<file path="config.mk">
export PLATFORM = sky130hd
export DESIGN_NAME = c_token_lexer
export DESIGN_NICKNAME = d
export VERILOG_FILES = /design/src/hw/rtl/ctlex_pkg.sv /design/src/hw/rtl/c_token_lexer.sv /design/src/hw/rtl/ctlex_core.sv /design/src/hw/rtl/ctlex_fifo.sv
export SDC_FILE = /design/constraint.sdc
export NUM_CORES = 1
export LEC_CHECK = 0
export BUFFER_PORTS_ARGS = -buffer_cell sky130_fd_sc_hd__buf_2
export CORE_MARGIN = 2
export CORE_UTILIZATION = 30
export CTS_BUF_LIST = sky130_fd_sc_hd__clkbuf_8
export DETAILED_ROUTE_END_ITERATION = 8
export SLEW_MARGIN = 0
export SYNTH_ARGS = -nofsm -noshare
export SYNTH_HDL_FRONTEND = slang
export SYNTH_SLANG_ARGS = --single-unit
</file>
<file path="constraint.sdc">
create_clock -name clk -period 6.4 [get_ports clk]
set_input_delay 1.28 -clock clk [delete_from_list [all_inputs] [get_ports clk]]
set_output_delay 1.28 -clock clk [all_outputs]
set_load 0.03 [all_outputs]
</file>
<file path="src/hw/rtl/ctlex_pkg.sv">
package ctlex_pkg;

  typedef struct packed {
    logic [7:0] ch;
    logic       end_of_input;
  } ctlex_in_t;

  typedef struct packed {
    logic [6:0]  token_kind;
    logic [31:0] value;
    logic [2:0]  error_code;
    logic        last;
  } ctlex_out_t;

  // results produced by one transfer, oldest in res0
  typedef struct packed {
    logic [1:0] cnt;
    ctlex_out_t res0;
    ctlex_out_t res1;
  } ctlex_emit_t;

  typedef enum logic [11:0] {
    M_IDLE   = 12'h001,
    M_OP     = 12'h002,
    M_LINE   = 12'h004,
    M_BLOCK  = 12'h008,
    M_IDENT  = 12'h010,
    M_ZERO   = 12'h020,
    M_NUM    = 12'h040,
    M_CQ     = 12'h080,
    M_CESC   = 12'h100,
    M_COCT   = 12'h200,
    M_CHEX   = 12'h400,
    M_CCLOSE = 12'h800
  } mode_t;

  typedef enum logic [3:0] {
    OP_BANG, OP_PCT, OP_AMP, OP_STAR, OP_PLUS, OP_MINUS, OP_EQ, OP_CARET,
    OP_BAR, OP_LT, OP_LTLT, OP_GT, OP_GTGT, OP_DOT, OP_DOTDOT, OP_SLASH
  } op_t;

  typedef enum logic [1:0] {
    RX_DEC = 2'd0,
    RX_OCT = 2'd1,
    RX_HEX = 2'd2
  } radix_t;

  localparam logic [2:0] ERR_NONE     = 3'd0;
  localparam logic [2:0] ERR_DIGIT    = 3'd1;
  localparam logic [2:0] ERR_ESC      = 3'd2;
  localparam logic [2:0] ERR_CHAR     = 3'd3;
  localparam logic [2:0] ERR_ODD      = 3'd4;
  localparam logic [2:0] ERR_ELLIPSIS = 3'd5;
  localparam logic [2:0] ERR_LONG     = 3'd6;

  localparam logic [6:0] TK_NOT = 7'd0, TK_NE = 7'd1, TK_MOD = 7'd2, TK_MOD_EQ = 7'd3;
  localparam logic [6:0] TK_AND = 7'd4, TK_LAND = 7'd5, TK_AND_EQ = 7'd6;
  localparam logic [6:0] TK_LPAREN = 7'd7, TK_RPAREN = 7'd8, TK_MUL = 7'd9;
  localparam logic [6:0] TK_MUL_EQ = 7'd10, TK_ADD = 7'd11, TK_INC = 7'd12;
  localparam logic [6:0] TK_ADD_EQ = 7'd13, TK_COMMA = 7'd14, TK_SUB = 7'd15;
  localparam logic [6:0] TK_DEC = 7'd16, TK_SUB_EQ = 7'd17, TK_ARROW = 7'd18;
  localparam logic [6:0] TK_DIV = 7'd19, TK_DIV_EQ = 7'd20, TK_COLON = 7'd21;
  localparam logic [6:0] TK_SEMI = 7'd22, TK_LT = 7'd23, TK_SHL = 7'd24;
  localparam logic [6:0] TK_SHL_EQ = 7'd25, TK_LE = 7'd26, TK_ASSIGN = 7'd27;
  localparam logic [6:0] TK_EQ = 7'd28, TK_GT = 7'd29, TK_SHR = 7'd30;
  localparam logic [6:0] TK_SHR_EQ = 7'd31, TK_GE = 7'd32, TK_QUEST = 7'd33;
  localparam logic [6:0] TK_LBRACK = 7'd34, TK_RBRACK = 7'd35, TK_XOR = 7'd36;
  localparam logic [6:0] TK_XOR_EQ = 7'd37, TK_LBRACE = 7'd38, TK_OR = 7'd39;
  localparam logic [6:0] TK_LOR = 7'd40, TK_OR_EQ = 7'd41, TK_RBRACE = 7'd42;
  localparam logic [6:0] TK_TILDE = 7'd43, TK_DOT = 7'd44, TK_ELLIPSIS = 7'd45;
  localparam logic [6:0] TK_KW0 = 7'd46, TK_NUM = 7'd75, TK_IDENT = 7'd76;
  localparam logic [6:0] TK_END = 7'd77, TK_ODD = 7'd78;

  localparam int KW_COUNT = 29;

  // right-justified text, first character in the highest used byte
  localparam logic [63:0] KW_TEXT [KW_COUNT] = '{
    64'("auto"), 64'("asm"), 64'("break"), 64'("case"), 64'("char"), 64'("const"),
    64'("continue"), 64'("default"), 64'("do"), 64'("else"), 64'("enum"),
    64'("extern"), 64'("for"), 64'("goto"), 64'("if"), 64'("int"), 64'("register"),
    64'("return"), 64'("signed"), 64'("sizeof"), 64'("static"), 64'("struct"),
    64'("switch"), 64'("typedef"), 64'("union"), 64'("unsigned"), 64'("void"),
    64'("volatile"), 64'("while")
  };

  localparam logic [3:0] KW_LEN [KW_COUNT] = '{
    4'd4, 4'd3, 4'd5, 4'd4, 4'd4, 4'd5, 4'd8, 4'd7, 4'd2, 4'd4, 4'd4, 4'd6, 4'd3,
    4'd4, 4'd2, 4'd3, 4'd8, 4'd6, 4'd6, 4'd6, 4'd6, 4'd6, 4'd6, 4'd7, 4'd5, 4'd8,
    4'd4, 4'd8, 4'd5
  };

  // chars holds identifier character k at bits [8k+7:8k]; returns {hit, index}
  function automatic logic [5:0] kw_lookup(input logic [63:0] chars,
                                           input logic [7:0] len);
    logic [5:0] res;
    logic       eq;
    int         pos;
    res = '0;
    for (int i = KW_COUNT - 1; i >= 0; i--) begin
      eq = (len == {4'd0, KW_LEN[i]});
      for (int k = 0; k < 8; k++) begin
        pos = (int'(KW_LEN[i]) - 1 - k) & 7;
        if (k < int'(KW_LEN[i]) && chars[8*k +: 8] != KW_TEXT[i][8*pos +: 8])
          eq = 1'b0;
      end
      if (eq) res = {1'b1, 5'(i)};
    end
    return res;
  endfunction

  function automatic logic [6:0] op_alone(input op_t op);
    logic [6:0] t;
    case (op)
      OP_BANG:   t = TK_NOT;
      OP_PCT:    t = TK_MOD;
      OP_AMP:    t = TK_AND;
      OP_STAR:   t = TK_MUL;
      OP_PLUS:   t = TK_ADD;
      OP_MINUS:  t = TK_SUB;
      OP_EQ:     t = TK_ASSIGN;
      OP_CARET:  t = TK_XOR;
      OP_BAR:    t = TK_OR;
      OP_LT:     t = TK_LT;
      OP_LTLT:   t = TK_SHL;
      OP_GT:     t = TK_GT;
      OP_GTGT:   t = TK_SHR;
      OP_DOT:    t = TK_DOT;
      OP_DOTDOT: t = TK_ELLIPSIS;
      OP_SLASH:  t = TK_DIV;
      default:   t = TK_NOT;
    endcase
    return t;
  endfunction

  // {hit, token} when ch extends the operator prefix to a full token
  function automatic logic [7:0] op_ext(input op_t op, input logic [7:0] ch);
    logic [7:0] r;
    r = '0;
    case (op)
      OP_BANG:   if (ch == "=") r = {1'b1, TK_NE};
      OP_PCT:    if (ch == "=") r = {1'b1, TK_MOD_EQ};
      OP_AMP:    if (ch == "&") r = {1'b1, TK_LAND};
                 else if (ch == "=") r = {1'b1, TK_AND_EQ};
      OP_STAR:   if (ch == "=") r = {1'b1, TK_MUL_EQ};
      OP_PLUS:   if (ch == "+") r = {1'b1, TK_INC};
                 else if (ch == "=") r = {1'b1, TK_ADD_EQ};
      OP_MINUS:  if (ch == "-") r = {1'b1, TK_DEC};
                 else if (ch == "=") r = {1'b1, TK_SUB_EQ};
                 else if (ch == ">") r = {1'b1, TK_ARROW};
      OP_EQ:     if (ch == "=") r = {1'b1, TK_EQ};
      OP_CARET:  if (ch == "=") r = {1'b1, TK_XOR_EQ};
      OP_BAR:    if (ch == "|") r = {1'b1, TK_LOR};
                 else if (ch == "=") r = {1'b1, TK_OR_EQ};
      OP_LT:     if (ch == "=") r = {1'b1, TK_LE};
      OP_LTLT:   if (ch == "=") r = {1'b1, TK_SHL_EQ};
      OP_GT:     if (ch == "=") r = {1'b1, TK_GE};
      OP_GTGT:   if (ch == "=") r = {1'b1, TK_SHR_EQ};
      OP_DOTDOT: if (ch == ".") r = {1'b1, TK_ELLIPSIS};
      OP_SLASH:  if (ch == "=") r = {1'b1, TK_DIV_EQ};
      default:   r = '0;
    endcase
    return r;
  endfunction

endpackage

</file>
<file path="src/hw/rtl/c_token_lexer.sv">
// channel  dir  handshake          payload
// in_      in   in_valid/in_stall  ctlex_in_t  {ch, end_of_input}
// out_     out  out_valid/out_stall ctlex_out_t {token_kind, value, error_code, last}
//
// one character per cycle while in_stall is low: the scanner state updates on each transfer
// each character gives zero, one or two tokens, written into a four-entry result queue
// in_stall rises while the queue holds more than two tokens
// results are registered into the queue on the transfer that made them and leave on out_ oldest first
// synchronous active-low reset returns the scanner to idle and empties the queue
module c_token_lexer #(
  parameter int MAX_IDENT_LEN = 128
) (
  input  logic                  clk,
  input  logic                  rst_n,
  input  logic                  in_valid,
  output logic                  in_stall,
  input  ctlex_pkg::ctlex_in_t  in_data,
  output logic                  out_valid,
  input  logic                  out_stall,
  output ctlex_pkg::ctlex_out_t out_data
);

  ctlex_pkg::ctlex_emit_t emit;
  logic                   full;
  logic                   fire;

  assign in_stall = full;
  assign fire     = in_valid && !full;

  ctlex_core #(
    .MAX_IDENT_LEN(MAX_IDENT_LEN)
  ) u_core (
    .clk     (clk),
    .rst_n   (rst_n),
    .fire    (fire),
    .in_item (in_data),
    .emit    (emit)
  );

  ctlex_fifo u_fifo (
    .clk       (clk),
    .rst_n     (rst_n),
    .emit      (emit),
    .full      (full),
    .out_valid (out_valid),
    .out_stall (out_stall),
    .out_data  (out_data)
  );

endmodule

</file>
<file path="src/hw/rtl/ctlex_core.sv">
module ctlex_core #(
  parameter int MAX_IDENT_LEN = 128
) (
  input  logic                  clk,
  input  logic                  rst_n,
  input  logic                  fire,
  input  ctlex_pkg::ctlex_in_t  in_item,
  output ctlex_pkg::ctlex_emit_t emit
);

  localparam logic [7:0] LEN_MAX  = 8'(MAX_IDENT_LEN);
  localparam logic [7:0] LEN_LAST = 8'(MAX_IDENT_LEN - 1);

  ctlex_pkg::mode_t  mode_r, mode_nxt;
  ctlex_pkg::op_t    op_r, op_nxt;
  ctlex_pkg::radix_t radix_r, radix_nxt;
  logic [31:0] acc_r, acc_nxt;
  logic [7:0]  ilen_r, ilen_nxt;
  logic [1:0]  esc_r, esc_nxt;
  logic        star_r, star_nxt;
  logic [2:0]  perr_r, perr_nxt;
  logic [7:0]  ident_r [8];

  logic        wr_en;
  logic [2:0]  wr_idx;
  logic [7:0]  ch;
  logic        d_hit;
  logic [3:0]  d_val;
  logic [7:0]  lc;
  logic [63:0] ident_flat;
  logic [5:0]  kw;
  logic [6:0]  ident_kind;
  logic [31:0] acc_mul;
  logic [31:0] acc_dig;
  logic [31:0] acc_hex;
  logic [7:0]  ext;
  logic        start;
  logic        e1, e2;
  ctlex_pkg::ctlex_out_t r1, r2;
  logic [2:0]  close_err;

  assign ch = in_item.ch;
  assign lc = ch | 8'h20;

  always_comb begin
    d_hit = 1'b0;
    d_val = '0;
    if (ch >= "0" && ch <= "9") begin
      d_hit = 1'b1;
      d_val = 4'(ch - "0");
    end else if (lc >= "a" && lc <= "f") begin
      d_hit = 1'b1;
      d_val = 4'(lc - "a" + 8'd10);
    end
  end

  always_comb begin
    for (int k = 0; k < 8; k++) ident_flat[8*k +: 8] = ident_r[k];
  end

  assign kw         = ctlex_pkg::kw_lookup(ident_flat, ilen_r);
  assign ident_kind = kw[5] ? ctlex_pkg::TK_KW0 + {2'd0, kw[4:0]} : ctlex_pkg::TK_IDENT;

  always_comb begin
    case (radix_r)
      ctlex_pkg::RX_HEX: acc_mul = {acc_r[27:0], 4'd0};
      ctlex_pkg::RX_OCT: acc_mul = {acc_r[28:0], 3'd0};
      default:           acc_mul = {acc_r[28:0], 3'd0} + {acc_r[30:0], 1'b0};
    endcase
  end
  assign acc_dig = acc_mul + {28'd0, d_val};
  assign acc_hex = {acc_r[27:0], 4'd0} + {28'd0, d_val};
  assign ext     = ctlex_pkg::op_ext(op_r, ch);
  assign close_err = (perr_r != ctlex_pkg::ERR_NONE) ? perr_r :
                     ((ch == "'") ? ctlex_pkg::ERR_NONE : ctlex_pkg::ERR_CHAR);

  always_comb begin
    mode_nxt  = mode_r;
    op_nxt    = op_r;
    radix_nxt = radix_r;
    acc_nxt   = acc_r;
    ilen_nxt  = ilen_r;
    esc_nxt   = esc_r;
    star_nxt  = star_r;
    perr_nxt  = perr_r;
    wr_en     = 1'b0;
    wr_idx    = ilen_r[2:0];
    start     = 1'b0;
    e1        = 1'b0;
    e2        = 1'b0;
    r1        = '0;
    r2        = '0;

    if (in_item.end_of_input) begin
      // close the open token, then the end marker
      case (mode_r)
        ctlex_pkg::M_OP: begin
          e1 = 1'b1;
          r1.token_kind = ctlex_pkg::op_alone(op_r);
          r1.error_code = (op_r == ctlex_pkg::OP_DOTDOT) ? ctlex_pkg::ERR_ELLIPSIS
                                                         : ctlex_pkg::ERR_NONE;
        end
        ctlex_pkg::M_IDENT: begin
          e1 = 1'b1;
          r1.token_kind = ident_kind;
          r1.value      = {24'd0, ilen_r};
          r1.error_code = perr_r;
        end
        ctlex_pkg::M_ZERO, ctlex_pkg::M_NUM: begin
          e1 = 1'b1;
          r1.token_kind = ctlex_pkg::TK_NUM;
          r1.value      = acc_r;
          r1.error_code = perr_r;
        end
        ctlex_pkg::M_CQ, ctlex_pkg::M_CESC, ctlex_pkg::M_COCT,
        ctlex_pkg::M_CHEX, ctlex_pkg::M_CCLOSE: begin
          e1 = 1'b1;
          r1.token_kind = ctlex_pkg::TK_NUM;
          r1.value      = acc_r;
          if (perr_r != ctlex_pkg::ERR_NONE)
            r1.error_code = perr_r;
          else if (mode_r == ctlex_pkg::M_CHEX && esc_r != 2'd1)
            r1.error_code = ctlex_pkg::ERR_ESC;
          else
            r1.error_code = ctlex_pkg::ERR_CHAR;
        end
        default: e1 = 1'b0;
      endcase
      e2 = 1'b1;
      r2.token_kind = ctlex_pkg::TK_END;
      mode_nxt = ctlex_pkg::M_IDLE;
    end else begin
      case (mode_r)
        ctlex_pkg::M_IDLE: start = 1'b1;
        ctlex_pkg::M_OP: begin
          if (op_r == ctlex_pkg::OP_LT && ch == "<") op_nxt = ctlex_pkg::OP_LTLT;
          else if (op_r == ctlex_pkg::OP_GT && ch == ">") op_nxt = ctlex_pkg::OP_GTGT;
          else if (op_r == ctlex_pkg::OP_DOT && ch == ".") op_nxt = ctlex_pkg::OP_DOTDOT;
          else if (op_r == ctlex_pkg::OP_SLASH && ch == "*") begin
            mode_nxt = ctlex_pkg::M_BLOCK;
            star_nxt = 1'b0;
          end else if (op_r == ctlex_pkg::OP_SLASH && ch == "/") begin
            mode_nxt = ctlex_pkg::M_LINE;
          end else begin
            mode_nxt = ctlex_pkg::M_IDLE;
            e1 = 1'b1;
            if (ext[7]) begin
              r1.token_kind = ext[6:0];
            end else begin
              r1.token_kind = ctlex_pkg::op_alone(op_r);
              r1.error_code = (op_r == ctlex_pkg::OP_DOTDOT) ? ctlex_pkg::ERR_ELLIPSIS
                                                             : ctlex_pkg::ERR_NONE;
              start = 1'b1;
            end
          end
        end
        ctlex_pkg::M_LINE: if (ch == "\n") mode_nxt = ctlex_pkg::M_IDLE;
        ctlex_pkg::M_BLOCK: begin
          if (ch == "/" && star_r) mode_nxt = ctlex_pkg::M_IDLE;
          star_nxt = (ch == "*");
        end
        ctlex_pkg::M_IDENT: begin
          if ((lc >= "a" && lc <= "z") || (ch >= "0" && ch <= "9") || ch == "_") begin
            wr_en = (ilen_r < 8'd8);
            if (ilen_r == LEN_LAST) begin
              if (perr_r == ctlex_pkg::ERR_NONE) perr_nxt = ctlex_pkg::ERR_LONG;
              ilen_nxt = LEN_MAX;
            end else if (ilen_r < LEN_LAST) begin
              ilen_nxt = ilen_r + 8'd1;
            end
          end else begin
            e1 = 1'b1;
            r1.token_kind = ident_kind;
            r1.value      = {24'd0, ilen_r};
            r1.error_code = perr_r;
            mode_nxt = ctlex_pkg::M_IDLE;
            start = 1'b1;
          end
        end
        ctlex_pkg::M_ZERO, ctlex_pkg::M_NUM: begin
          mode_nxt = ctlex_pkg::M_NUM;
          if (mode_r == ctlex_pkg::M_ZERO && ch == "x") begin
            radix_nxt = ctlex_pkg::RX_HEX;
          end else if (d_hit) begin
            if (perr_r == ctlex_pkg::ERR_NONE &&
                ((radix_r == ctlex_pkg::RX_DEC && d_val > 4'd9) ||
                 (radix_r == ctlex_pkg::RX_OCT && d_val > 4'd7)))
              perr_nxt = ctlex_pkg::ERR_DIGIT;
            acc_nxt = acc_dig;
          end else begin
            e1 = 1'b1;
            r1.token_kind = ctlex_pkg::TK_NUM;
            r1.value      = acc_r;
            r1.error_code = perr_r;
            mode_nxt = ctlex_pkg::M_IDLE;
            start = 1'b1;
          end
        end
        ctlex_pkg::M_CQ: begin
          if (ch == "\\") begin
            mode_nxt = ctlex_pkg::M_CESC;
          end else begin
            acc_nxt  = {24'd0, ch};
            mode_nxt = ctlex_pkg::M_CCLOSE;
          end
        end
        ctlex_pkg::M_CESC: begin
          mode_nxt = ctlex_pkg::M_CCLOSE;
          case (ch)
            "a":  acc_nxt = 32'd7;
            "b":  acc_nxt = 32'd8;
            "e":  acc_nxt = 32'd27;
            "f":  acc_nxt = 32'd12;
            "n":  acc_nxt = 32'd10;
            "r":  acc_nxt = 32'd13;
            "t":  acc_nxt = 32'd9;
            "v":  acc_nxt = 32'd11;
            "\\": acc_nxt = 32'd92;
            "'":  acc_nxt = 32'd39;
            "\"": acc_nxt = 32'd34;
            "\n": acc_nxt = 32'd32;
            "x": begin
              acc_nxt  = '0;
              esc_nxt  = 2'd0;
              mode_nxt = ctlex_pkg::M_CHEX;
            end
            default: begin
              if (ch >= "0" && ch <= "7") begin
                acc_nxt  = {28'd0, d_val};
                esc_nxt  = 2'd1;
                mode_nxt = ctlex_pkg::M_COCT;
              end else begin
                acc_nxt = 32'd32;
                if (perr_r == ctlex_pkg::ERR_NONE) perr_nxt = ctlex_pkg::ERR_ESC;
              end
            end
          endcase
        end
        ctlex_pkg::M_COCT: begin
          if (ch >= "0" && ch <= "7" && esc_r < 2'd3) begin
            acc_nxt = {acc_r[28:0], 3'd0} + {28'd0, d_val};
            esc_nxt = esc_r + 2'd1;
          end else begin
            // the ending character is the closing quote slot
            e1 = 1'b1;
            r1.token_kind = ctlex_pkg::TK_NUM;
            r1.value      = acc_r;
            r1.error_code = close_err;
            mode_nxt = ctlex_pkg::M_IDLE;
          end
        end
        ctlex_pkg::M_CHEX: begin
          if (d_hit) begin
            acc_nxt = acc_hex;
            if (esc_r == 2'd0) esc_nxt = 2'd1;
            if (acc_hex > 32'd255) esc_nxt = 2'd3;
          end else begin
            e1 = 1'b1;
            r1.token_kind = ctlex_pkg::TK_NUM;
            r1.value      = acc_r;
            if (perr_r == ctlex_pkg::ERR_NONE && esc_r != 2'd1)
              r1.error_code = ctlex_pkg::ERR_ESC;
            else
              r1.error_code = close_err;
            mode_nxt = ctlex_pkg::M_IDLE;
          end
        end
        ctlex_pkg::M_CCLOSE: begin
          e1 = 1'b1;
          r1.token_kind = ctlex_pkg::TK_NUM;
          r1.value      = acc_r;
          r1.error_code = close_err;
          mode_nxt = ctlex_pkg::M_IDLE;
        end
        default: mode_nxt = ctlex_pkg::M_IDLE;
      endcase

      // character taken in idle, or seen again from idle after it ended a token
      if (start) begin
        case (ch)
          " ", "\t", "\n", "\r", 8'h0c: mode_nxt = ctlex_pkg::M_IDLE;
          "!": begin mode_nxt = ctlex_pkg::M_OP; op_nxt = ctlex_pkg::OP_BANG;  end
          "%": begin mode_nxt = ctlex_pkg::M_OP; op_nxt = ctlex_pkg::OP_PCT;   end
          "&": begin mode_nxt = ctlex_pkg::M_OP; op_nxt = ctlex_pkg::OP_AMP;   end
          "*": begin mode_nxt = ctlex_pkg::M_OP; op_nxt = ctlex_pkg::OP_STAR;  end
          "+": begin mode_nxt = ctlex_pkg::M_OP; op_nxt = ctlex_pkg::OP_PLUS;  end
          "-": begin mode_nxt = ctlex_pkg::M_OP; op_nxt = ctlex_pkg::OP_MINUS; end
          "=": begin mode_nxt = ctlex_pkg::M_OP; op_nxt = ctlex_pkg::OP_EQ;    end
          "^": begin mode_nxt = ctlex_pkg::M_OP; op_nxt = ctlex_pkg::OP_CARET; end
          "|": begin mode_nxt = ctlex_pkg::M_OP; op_nxt = ctlex_pkg::OP_BAR;   end
          "<": begin mode_nxt = ctlex_pkg::M_OP; op_nxt = ctlex_pkg::OP_LT;    end
          ">": begin mode_nxt = ctlex_pkg::M_OP; op_nxt = ctlex_pkg::OP_GT;    end
          ".": begin mode_nxt = ctlex_pkg::M_OP; op_nxt = ctlex_pkg::OP_DOT;   end
          "/": begin mode_nxt = ctlex_pkg::M_OP; op_nxt = ctlex_pkg::OP_SLASH; end
          "(": begin e2 = 1'b1; r2.token_kind = ctlex_pkg::TK_LPAREN; end
          ")": begin e2 = 1'b1; r2.token_kind = ctlex_pkg::TK_RPAREN; end
          ",": begin e2 = 1'b1; r2.token_kind = ctlex_pkg::TK_COMMA;  end
          ":": begin e2 = 1'b1; r2.token_kind = ctlex_pkg::TK_COLON;  end
          ";": begin e2 = 1'b1; r2.token_kind = ctlex_pkg::TK_SEMI;   end
          "?": begin e2 = 1'b1; r2.token_kind = ctlex_pkg::TK_QUEST;  end
          "[": begin e2 = 1'b1; r2.token_kind = ctlex_pkg::TK_LBRACK; end
          "]": begin e2 = 1'b1; r2.token_kind = ctlex_pkg::TK_RBRACK; end
          "{": begin e2 = 1'b1; r2.token_kind = ctlex_pkg::TK_LBRACE; end
          "}": begin e2 = 1'b1; r2.token_kind = ctlex_pkg::TK_RBRACE; end
          "~": begin e2 = 1'b1; r2.token_kind = ctlex_pkg::TK_TILDE;  end
          "'": begin
            acc_nxt  = '0;
            perr_nxt = ctlex_pkg::ERR_NONE;
            mode_nxt = ctlex_pkg::M_CQ;
          end
          "0": begin
            acc_nxt   = '0;
            radix_nxt = ctlex_pkg::RX_OCT;
            perr_nxt  = ctlex_pkg::ERR_NONE;
            mode_nxt  = ctlex_pkg::M_ZERO;
          end
          default: begin
            if (ch >= "1" && ch <= "9") begin
              acc_nxt   = {28'd0, d_val};
              radix_nxt = ctlex_pkg::RX_DEC;
              perr_nxt  = ctlex_pkg::ERR_NONE;
              mode_nxt  = ctlex_pkg::M_NUM;
            end else if ((lc >= "a" && lc <= "z") || ch == "_") begin
              wr_en    = 1'b1;
              wr_idx   = 3'd0;
              ilen_nxt = 8'd1;
              perr_nxt = ctlex_pkg::ERR_NONE;
              mode_nxt = ctlex_pkg::M_IDENT;
            end else begin
              e2 = 1'b1;
              r2.token_kind = ctlex_pkg::TK_ODD;
              r2.value      = {24'd0, ch};
              r2.error_code = ctlex_pkg::ERR_ODD;
            end
          end
        endcase
      end
    end
  end

  always_comb begin
    emit = '0;
    if (fire) begin
      if (e1 && e2) begin
        emit.cnt  = 2'd2;
        emit.res0 = r1;
        emit.res1 = r2;
        emit.res1.last = 1'b1;
      end else if (e1 || e2) begin
        emit.cnt  = 2'd1;
        emit.res0 = e1 ? r1 : r2;
        emit.res0.last = 1'b1;
      end
    end
  end

  always_ff @(posedge clk) begin
    if (!rst_n) begin
      mode_r  <= ctlex_pkg::M_IDLE;
      op_r    <= ctlex_pkg::OP_BANG;
      radix_r <= ctlex_pkg::RX_DEC;
      acc_r   <= '0;
      ilen_r  <= '0;
      esc_r   <= '0;
      star_r  <= 1'b0;
      perr_r  <= ctlex_pkg::ERR_NONE;
    end else if (fire) begin
      mode_r  <= mode_nxt;
      op_r    <= op_nxt;
      radix_r <= radix_nxt;
      acc_r   <= acc_nxt;
      ilen_r  <= ilen_nxt;
      esc_r   <= esc_nxt;
      star_r  <= star_nxt;
      perr_r  <= perr_nxt;
    end
  end

  always_ff @(posedge clk) begin
    if (fire && wr_en) ident_r[wr_idx] <= ch;
  end

`ifndef SYNTHESIS
  a_mode_onehot: assert property (@(posedge clk) disable iff (!rst_n)
    $onehot(mode_r)) else $error("lexer mode not one-hot");
  a_end_idle: assert property (@(posedge clk) disable iff (!rst_n)
    fire && in_item.end_of_input |=> mode_r == ctlex_pkg::M_IDLE)
    else $error("lexer not idle after end of input");
  a_end_emits: assert property (@(posedge clk) disable iff (!rst_n)
    fire && in_item.end_of_input |-> emit.cnt != 2'd0)
    else $error("end of input gave no token");
  a_len_cap: assert property (@(posedge clk) disable iff (!rst_n)
    ilen_r <= LEN_MAX) else $error("identifier length past cap");
`endif

endmodule

</file>
<file path="src/hw/rtl/ctlex_fifo.sv">
module ctlex_fifo (
  input  logic                   clk,
  input  logic                   rst_n,
  input  ctlex_pkg::ctlex_emit_t emit,
  output logic                   full,
  output logic                   out_valid,
  input  logic                   out_stall,
  output ctlex_pkg::ctlex_out_t  out_data
);

  ctlex_pkg::ctlex_out_t q_r [4];
  logic [1:0] wr_ptr_r, rd_ptr_r;
  logic [2:0] cnt_r;
  logic       pop;

  assign out_valid = (cnt_r != 3'd0);
  assign out_data  = q_r[rd_ptr_r];
  assign pop       = out_valid && !out_stall;
  // room for two results is needed before the next transfer in
  assign full      = (cnt_r > 3'd2);

  always_ff @(posedge clk) begin
    if (emit.cnt != 2'd0) q_r[wr_ptr_r] <= emit.res0;
    if (emit.cnt == 2'd2) q_r[wr_ptr_r + 2'd1] <= emit.res1;
  end

  always_ff @(posedge clk) begin
    if (!rst_n) begin
      wr_ptr_r <= '0;
      rd_ptr_r <= '0;
      cnt_r    <= '0;
    end else begin
      wr_ptr_r <= wr_ptr_r + emit.cnt;
      if (pop) rd_ptr_r <= rd_ptr_r + 2'd1;
      cnt_r <= cnt_r + {1'b0, emit.cnt} - {2'd0, pop};
    end
  end

`ifndef SYNTHESIS
  a_no_overflow: assert property (@(posedge clk) disable iff (!rst_n)
    cnt_r <= 3'd4) else $error("result queue overflow");
  a_push_room: assert property (@(posedge clk) disable iff (!rst_n)
    emit.cnt != 2'd0 |-> !full) else $error("push into full result queue");
  a_ptr_gap: assert property (@(posedge clk) disable iff (!rst_n)
    (cnt_r == 3'd0 || cnt_r == 3'd4) |-> wr_ptr_r == rd_ptr_r)
    else $error("result queue pointers out of step");
`endif

endmodule
</file>
==> impl_results.rst <==
.. list-table::
   :header-rows: 1

   * - Metric
     - Value
   * - Power per standard cell area
     - a little over 200 nW/µm²
   * - HP Class
     - reg2reg
   * - Kind of critical path
     - in2reg
   * - Nature of the critical path startpoint
     - input port
   * - Share of total power consumed by net switching
     - 0.316
   * - Hold-fix buffer count after cts
     - 0
   * - Net count of the mapped netlist
     - 2,559
   * - Count of flip-flops with a built-in enable after synthesis
     - between 100 and 150
   * - Pin count of the biggest net entering global routing
     - 55
   * - Commonest register cell after synthesis
     - sky130_fd_sc_hd__dfxtp_1
   * - Largest area contributor in the synthesized netlist
     - sky130_fd_sc_hd__edfxtp_1
   * - Relative area change from synthesis to final layout
     - 10.5%
   * - Overall fraction of global-route tracks in use
     - 0.193
   * - Number of max-slew violations in the final report
     - 0
   * - Number of detailed-routing iterations run before antenna repair
     - 6
   * - Wire length reported by the detailed router
     - between 70 and 80 mm
   * - Synthesized area
     - 21,900 µm²
   * - Finished layout cell area
     - between 20,000 and 25,000 µm²
   * - Number of gates resized after cts
     - 0
   * - Detail-routed via count per cell
     - about 6
   * - YS warnings
     - 0
   * - Slew of the pin with the lowest slew margin
     - ~1.1 ns
   * - Port Buf Inserts
     - 57
   * - Die ar.
     - between 70,000 and 80,000 µm²
   * - Critical register-to-register path endpoint
     - u_core.acc_r[31]
   * - Most repeated cell in the gate-level netlist after synthesis
     - sky130_fd_sc_hd__nand2_1
   * - Detailed-route wire length per cell
     - 21.6 µm
   * - Clock edge transition at the registers on the reported setup and hold paths
     - around 0.070 ns
   * - Latest clock arrival within the worst-skew pair
     - ~0.65 ns
   * - Setup repair after global routing missed its margin
     - false
   * - Die Y-Extent
     - approximately 270 µm
   * - Critical path capture point type
     - flip-flop
   * - Cell types occupying the most area after synthesis
     - sky130_fd_sc_hd__edfxtp_1 (18%), sky130_fd_sc_hd__dfxtp_1 (17%), sky130_fd_sc_hd__a22o_1 (6.1%), sky130_fd_sc_hd__mux4_2 (4.4%), sky130_fd_sc_hd__ha_1 (3.5%)
   * - Clock Tree Buf Depth
     - 3
   * - Data required time at the worst endpoint
     - around 6.9 ns
   * - Number of clock buffers inserted by TritonCTS
     - slightly below 50
   * - Number of fill cells
     - approximately 7.4k
   * - Residual DRC
     - 0
   * - Final setup violating endpoints
     - 0
   * - Post-DRT Antenna Nets
     - 0
   * - I/O pin total
     - 58
   * - Number of synthesized register bits
     - ~320
   * - Clock tree from TritonCTS
     - done
   * - Number of distinct library cells after synthesis
     - 110
   * - Capture point of the worst path
     - u_fifo.q_r[1][7]
   * - DPL Wire Length
     - approximately 53 mm
   * - Switching Power
     - 1570 µW
   * - Sequential share of power
     - 0.462
   * - Aggregate global routing overflow
     - 0
   * - Number of global-route vias before repair
     - around 19k
   * - Setup TNS
     - 0 ns
   * - Starting Density
     - 0.302
   * - Avg Inst Size Synth
     - about 8.8 µm²
   * - # rows
     - just under 100
   * - Max Clk Rate
     - about 190 MHz
   * - Final cycle utilization of the critical path
     - 0.823
   * - Root buffer cell
     - sky130_fd_sc_hd__clkbuf_8
   * - Fraction of layout cells with a size suffix above 1
     - 0.128
   * - Max-cap viol count
     - 0
   * - Signal arrival time at the worst endpoint
     - 5.74 ns
   * - End-of-flow core utilization
     - 0.333
   * - Leakage
     - approximately 0.0085 µW
   * - Commonest cells in the synthesized netlist
     - sky130_fd_sc_hd__nand2_1 (203), sky130_fd_sc_hd__nor2_1 (195), sky130_fd_sc_hd__dfxtp_1 (183)
   * - Reg-to-reg setup timing slack
     - between 1 and 1.5 ns
   * - Antenna violations before repair
     - 3
   * - Cells after synthesis
     - about 2.5k
   * - Initial DRC count
     - 2,656
   * - Detailed-route via count
     - 20.7k
   * - Worst reg2reg startpoint
     - u_core.acc_r[2]
   * - Run status
     - completed
   * - Share of flip-flops with an asynchronous set or reset
     - 0
   * - First-pass GRT wire length
     - 116 mm
   * - Peak VDD IR
     - roughly 0.00018 V
   * - Portion of total power attributed to combinational logic
     - 0.183
   * - Total cell area at the placement stage
     - roughly 23,000 µm²
   * - Area share of the largest cell type after synthesis
     - 0.181
   * - Total setup buffers inserted after CTS
     - 0
   * - Clock tree skew after final layout
     - ~0.052 ns
   * - CP Launch Point
     - in_data[2]
   * - Final Net Count
     - ~2.6k
   * - Hold violation total from the final report
     - 0
   * - Final weighted congestion in routability-driven placement
     - between 0.9 and 1
   * - Slew Limit Headroom
     - 0.232
   * - Internal Power
     - 3400 µW
   * - Final Critical Period
     - about 5.3 ns
   * - Number of levels in the clock H-tree
     - 2
   * - Number of sinks handled by clock tree synthesis
     - ~320
   * - Cells on worst reg2reg path
     - 13
   * - X dimension of the die
     - 274 µm
   * - Crit path max fanout
     - 17
   * - Portion of the post-synthesis area used by sequential elements
     - 0.348
   * - Placeable core area
     - slightly above 70,000 µm²
   * - Portion of total power attributed to the clock network
     - 0.355
## layout make-up
cell class              instances  area [µm²]  area share
clock buffers                  53         729      0.0301
well taps                     959        1200      0.0495
flip-flops and latches        315        7630       0.315
inverters                      56         210     0.00867
multi-input cells            1926       13300       0.550
clock inverters                38         274      0.0113
repair buffers                131         853      0.0352
diodes                          1        2.50    0.000103
## through the flow
stage / total power, µW / hold WS [ns] / cells / setup WS (ns)
floorplan: 2930 / 0.420 / 2482 / 0.627
global placement: 3250 / 0.441 / 3387 / 0.616
detailed placement: 3250 / 0.450 / 3387 / 0.621
CTS: 5010 / 0.465 / 3478 / 1.24
global route: 5160 / 0.492 / 3479 / 0.931
finish: 4970 / 0.462 / 3479 / 1.13
## how the worst min path moves through the flow
stage	from	cells past startpoint	end	slack [ns]
floorplan	u_fifo.q_r[2][2]	2	u_fifo.q_r[2][2]	0.42
global placement	u_fifo.q_r[1][2]	2	u_fifo.q_r[1][2]	0.44
detailed placement	u_fifo.q_r[1][2]	2	u_fifo.q_r[1][2]	0.45
CTS	u_fifo.q_r[1][2]	2	u_fifo.q_r[1][2]	0.47
global route	u_fifo.q_r[2][26]	1	u_fifo.q_r[2][26]	0.49
finish	u_fifo.q_r[1][2]	2	u_fifo.q_r[1][2]	0.46
## cells in the final DEF, fill, tap and decap left out, types with 71 or more instances in the layout
cell / n
sky130_fd_sc_hd__o21ai_0: 131
sky130_fd_sc_hd__nand2_1: 203
sky130_fd_sc_hd__edfxtp_1: 132
sky130_fd_sc_hd__a21oi_1: 140
sky130_fd_sc_hd__buf_4: 73
sky130_fd_sc_hd__nor3_1: 71
sky130_fd_sc_hd__nor2_1: 190
sky130_fd_sc_hd__a22o_1: 153
sky130_fd_sc_hd__nand3_1: 107
sky130_fd_sc_hd__dfxtp_1: 181
## logic make-up (layout without fill, tap and decap cells)
group | Yosys count | count (layout) | share of synthesized area
compound gates | 763 | 763 | 0.247
xor+xnor | 63 | 63 | 0.0258
fa+ha+maj | 64 | 64 | 0.0375
buf+inv | 241 | 278 | 0.0453
flops | 315 | 315 | 0.348
mux | 69 | 69 | 0.0565
other cells | 0 | 1 | 0
simple gates | 967 | 967 | 0.240
## registers in the layout, summed over array words and instances, names as in the netlist, named ones only
register and count:
u_core.op_r 4, u_core.mode_r 12, u_core.acc_r 32, u_core.perr_r 3, u_fifo.cnt_r 3, u_fifo.wr_ptr_r 2, u_core.radix_r 2, u_core.ilen_r 8
u_core.star_r 1, u_core.ident_r 64, u_core.esc_r 2, u_fifo.q_r 172, u_fifo.rd_ptr_r 2
## layer usage
| layer | global-route usage | vias up | part of all wire |
|---|---|---|---|
| met5 | 0 | - | 0.00017 |
| met4 | 0.0632 | 2 | 0.025 |
| met3 | 0.0323 | 145 | 0.082 |
| met2 | 0.302 | 1049 | 0.45 |
| met1 | 0.270 | 9937 | 0.45 |
| li1 | - | 9598 | - |
## power groups by stage
stage	sequential (µW)	clock [µW]	combinational [µW]
after global routing	2310	1880	973
after global placement	2340	0	910
after floorplan	2230	0	706
final	2290	1760	910
after CTS	2300	1800	911
after detailed placement	2340	0	907
## worst max-delay path, stage by stage
cell and delay, ns:
sky130_fd_sc_hd__buf_2 0.16, sky130_fd_sc_hd__buf_4 0.23, sky130_fd_sc_hd__ha_1 0.42, sky130_fd_sc_hd__o211ai_1 0.34, sky130_fd_sc_hd__o21ai_0 0.13, sky130_fd_sc_hd__nand2_1 0.07
sky130_fd_sc_hd__or4b_1 0.56, sky130_fd_sc_hd__nor2_1 0.22, sky130_fd_sc_hd__nand2_1 0.07, sky130_fd_sc_hd__o21ai_0 0.17, sky130_fd_sc_hd__a21o_1 0.20, sky130_fd_sc_hd__ha_1 0.26
sky130_fd_sc_hd__nand2_1 0.26, sky130_fd_sc_hd__or3_1 0.60, sky130_fd_sc_hd__nor2_1 0.51, sky130_fd_sc_hd__a22o_1 0.22
No activity file was read; power rests on OpenSTA's default activity.
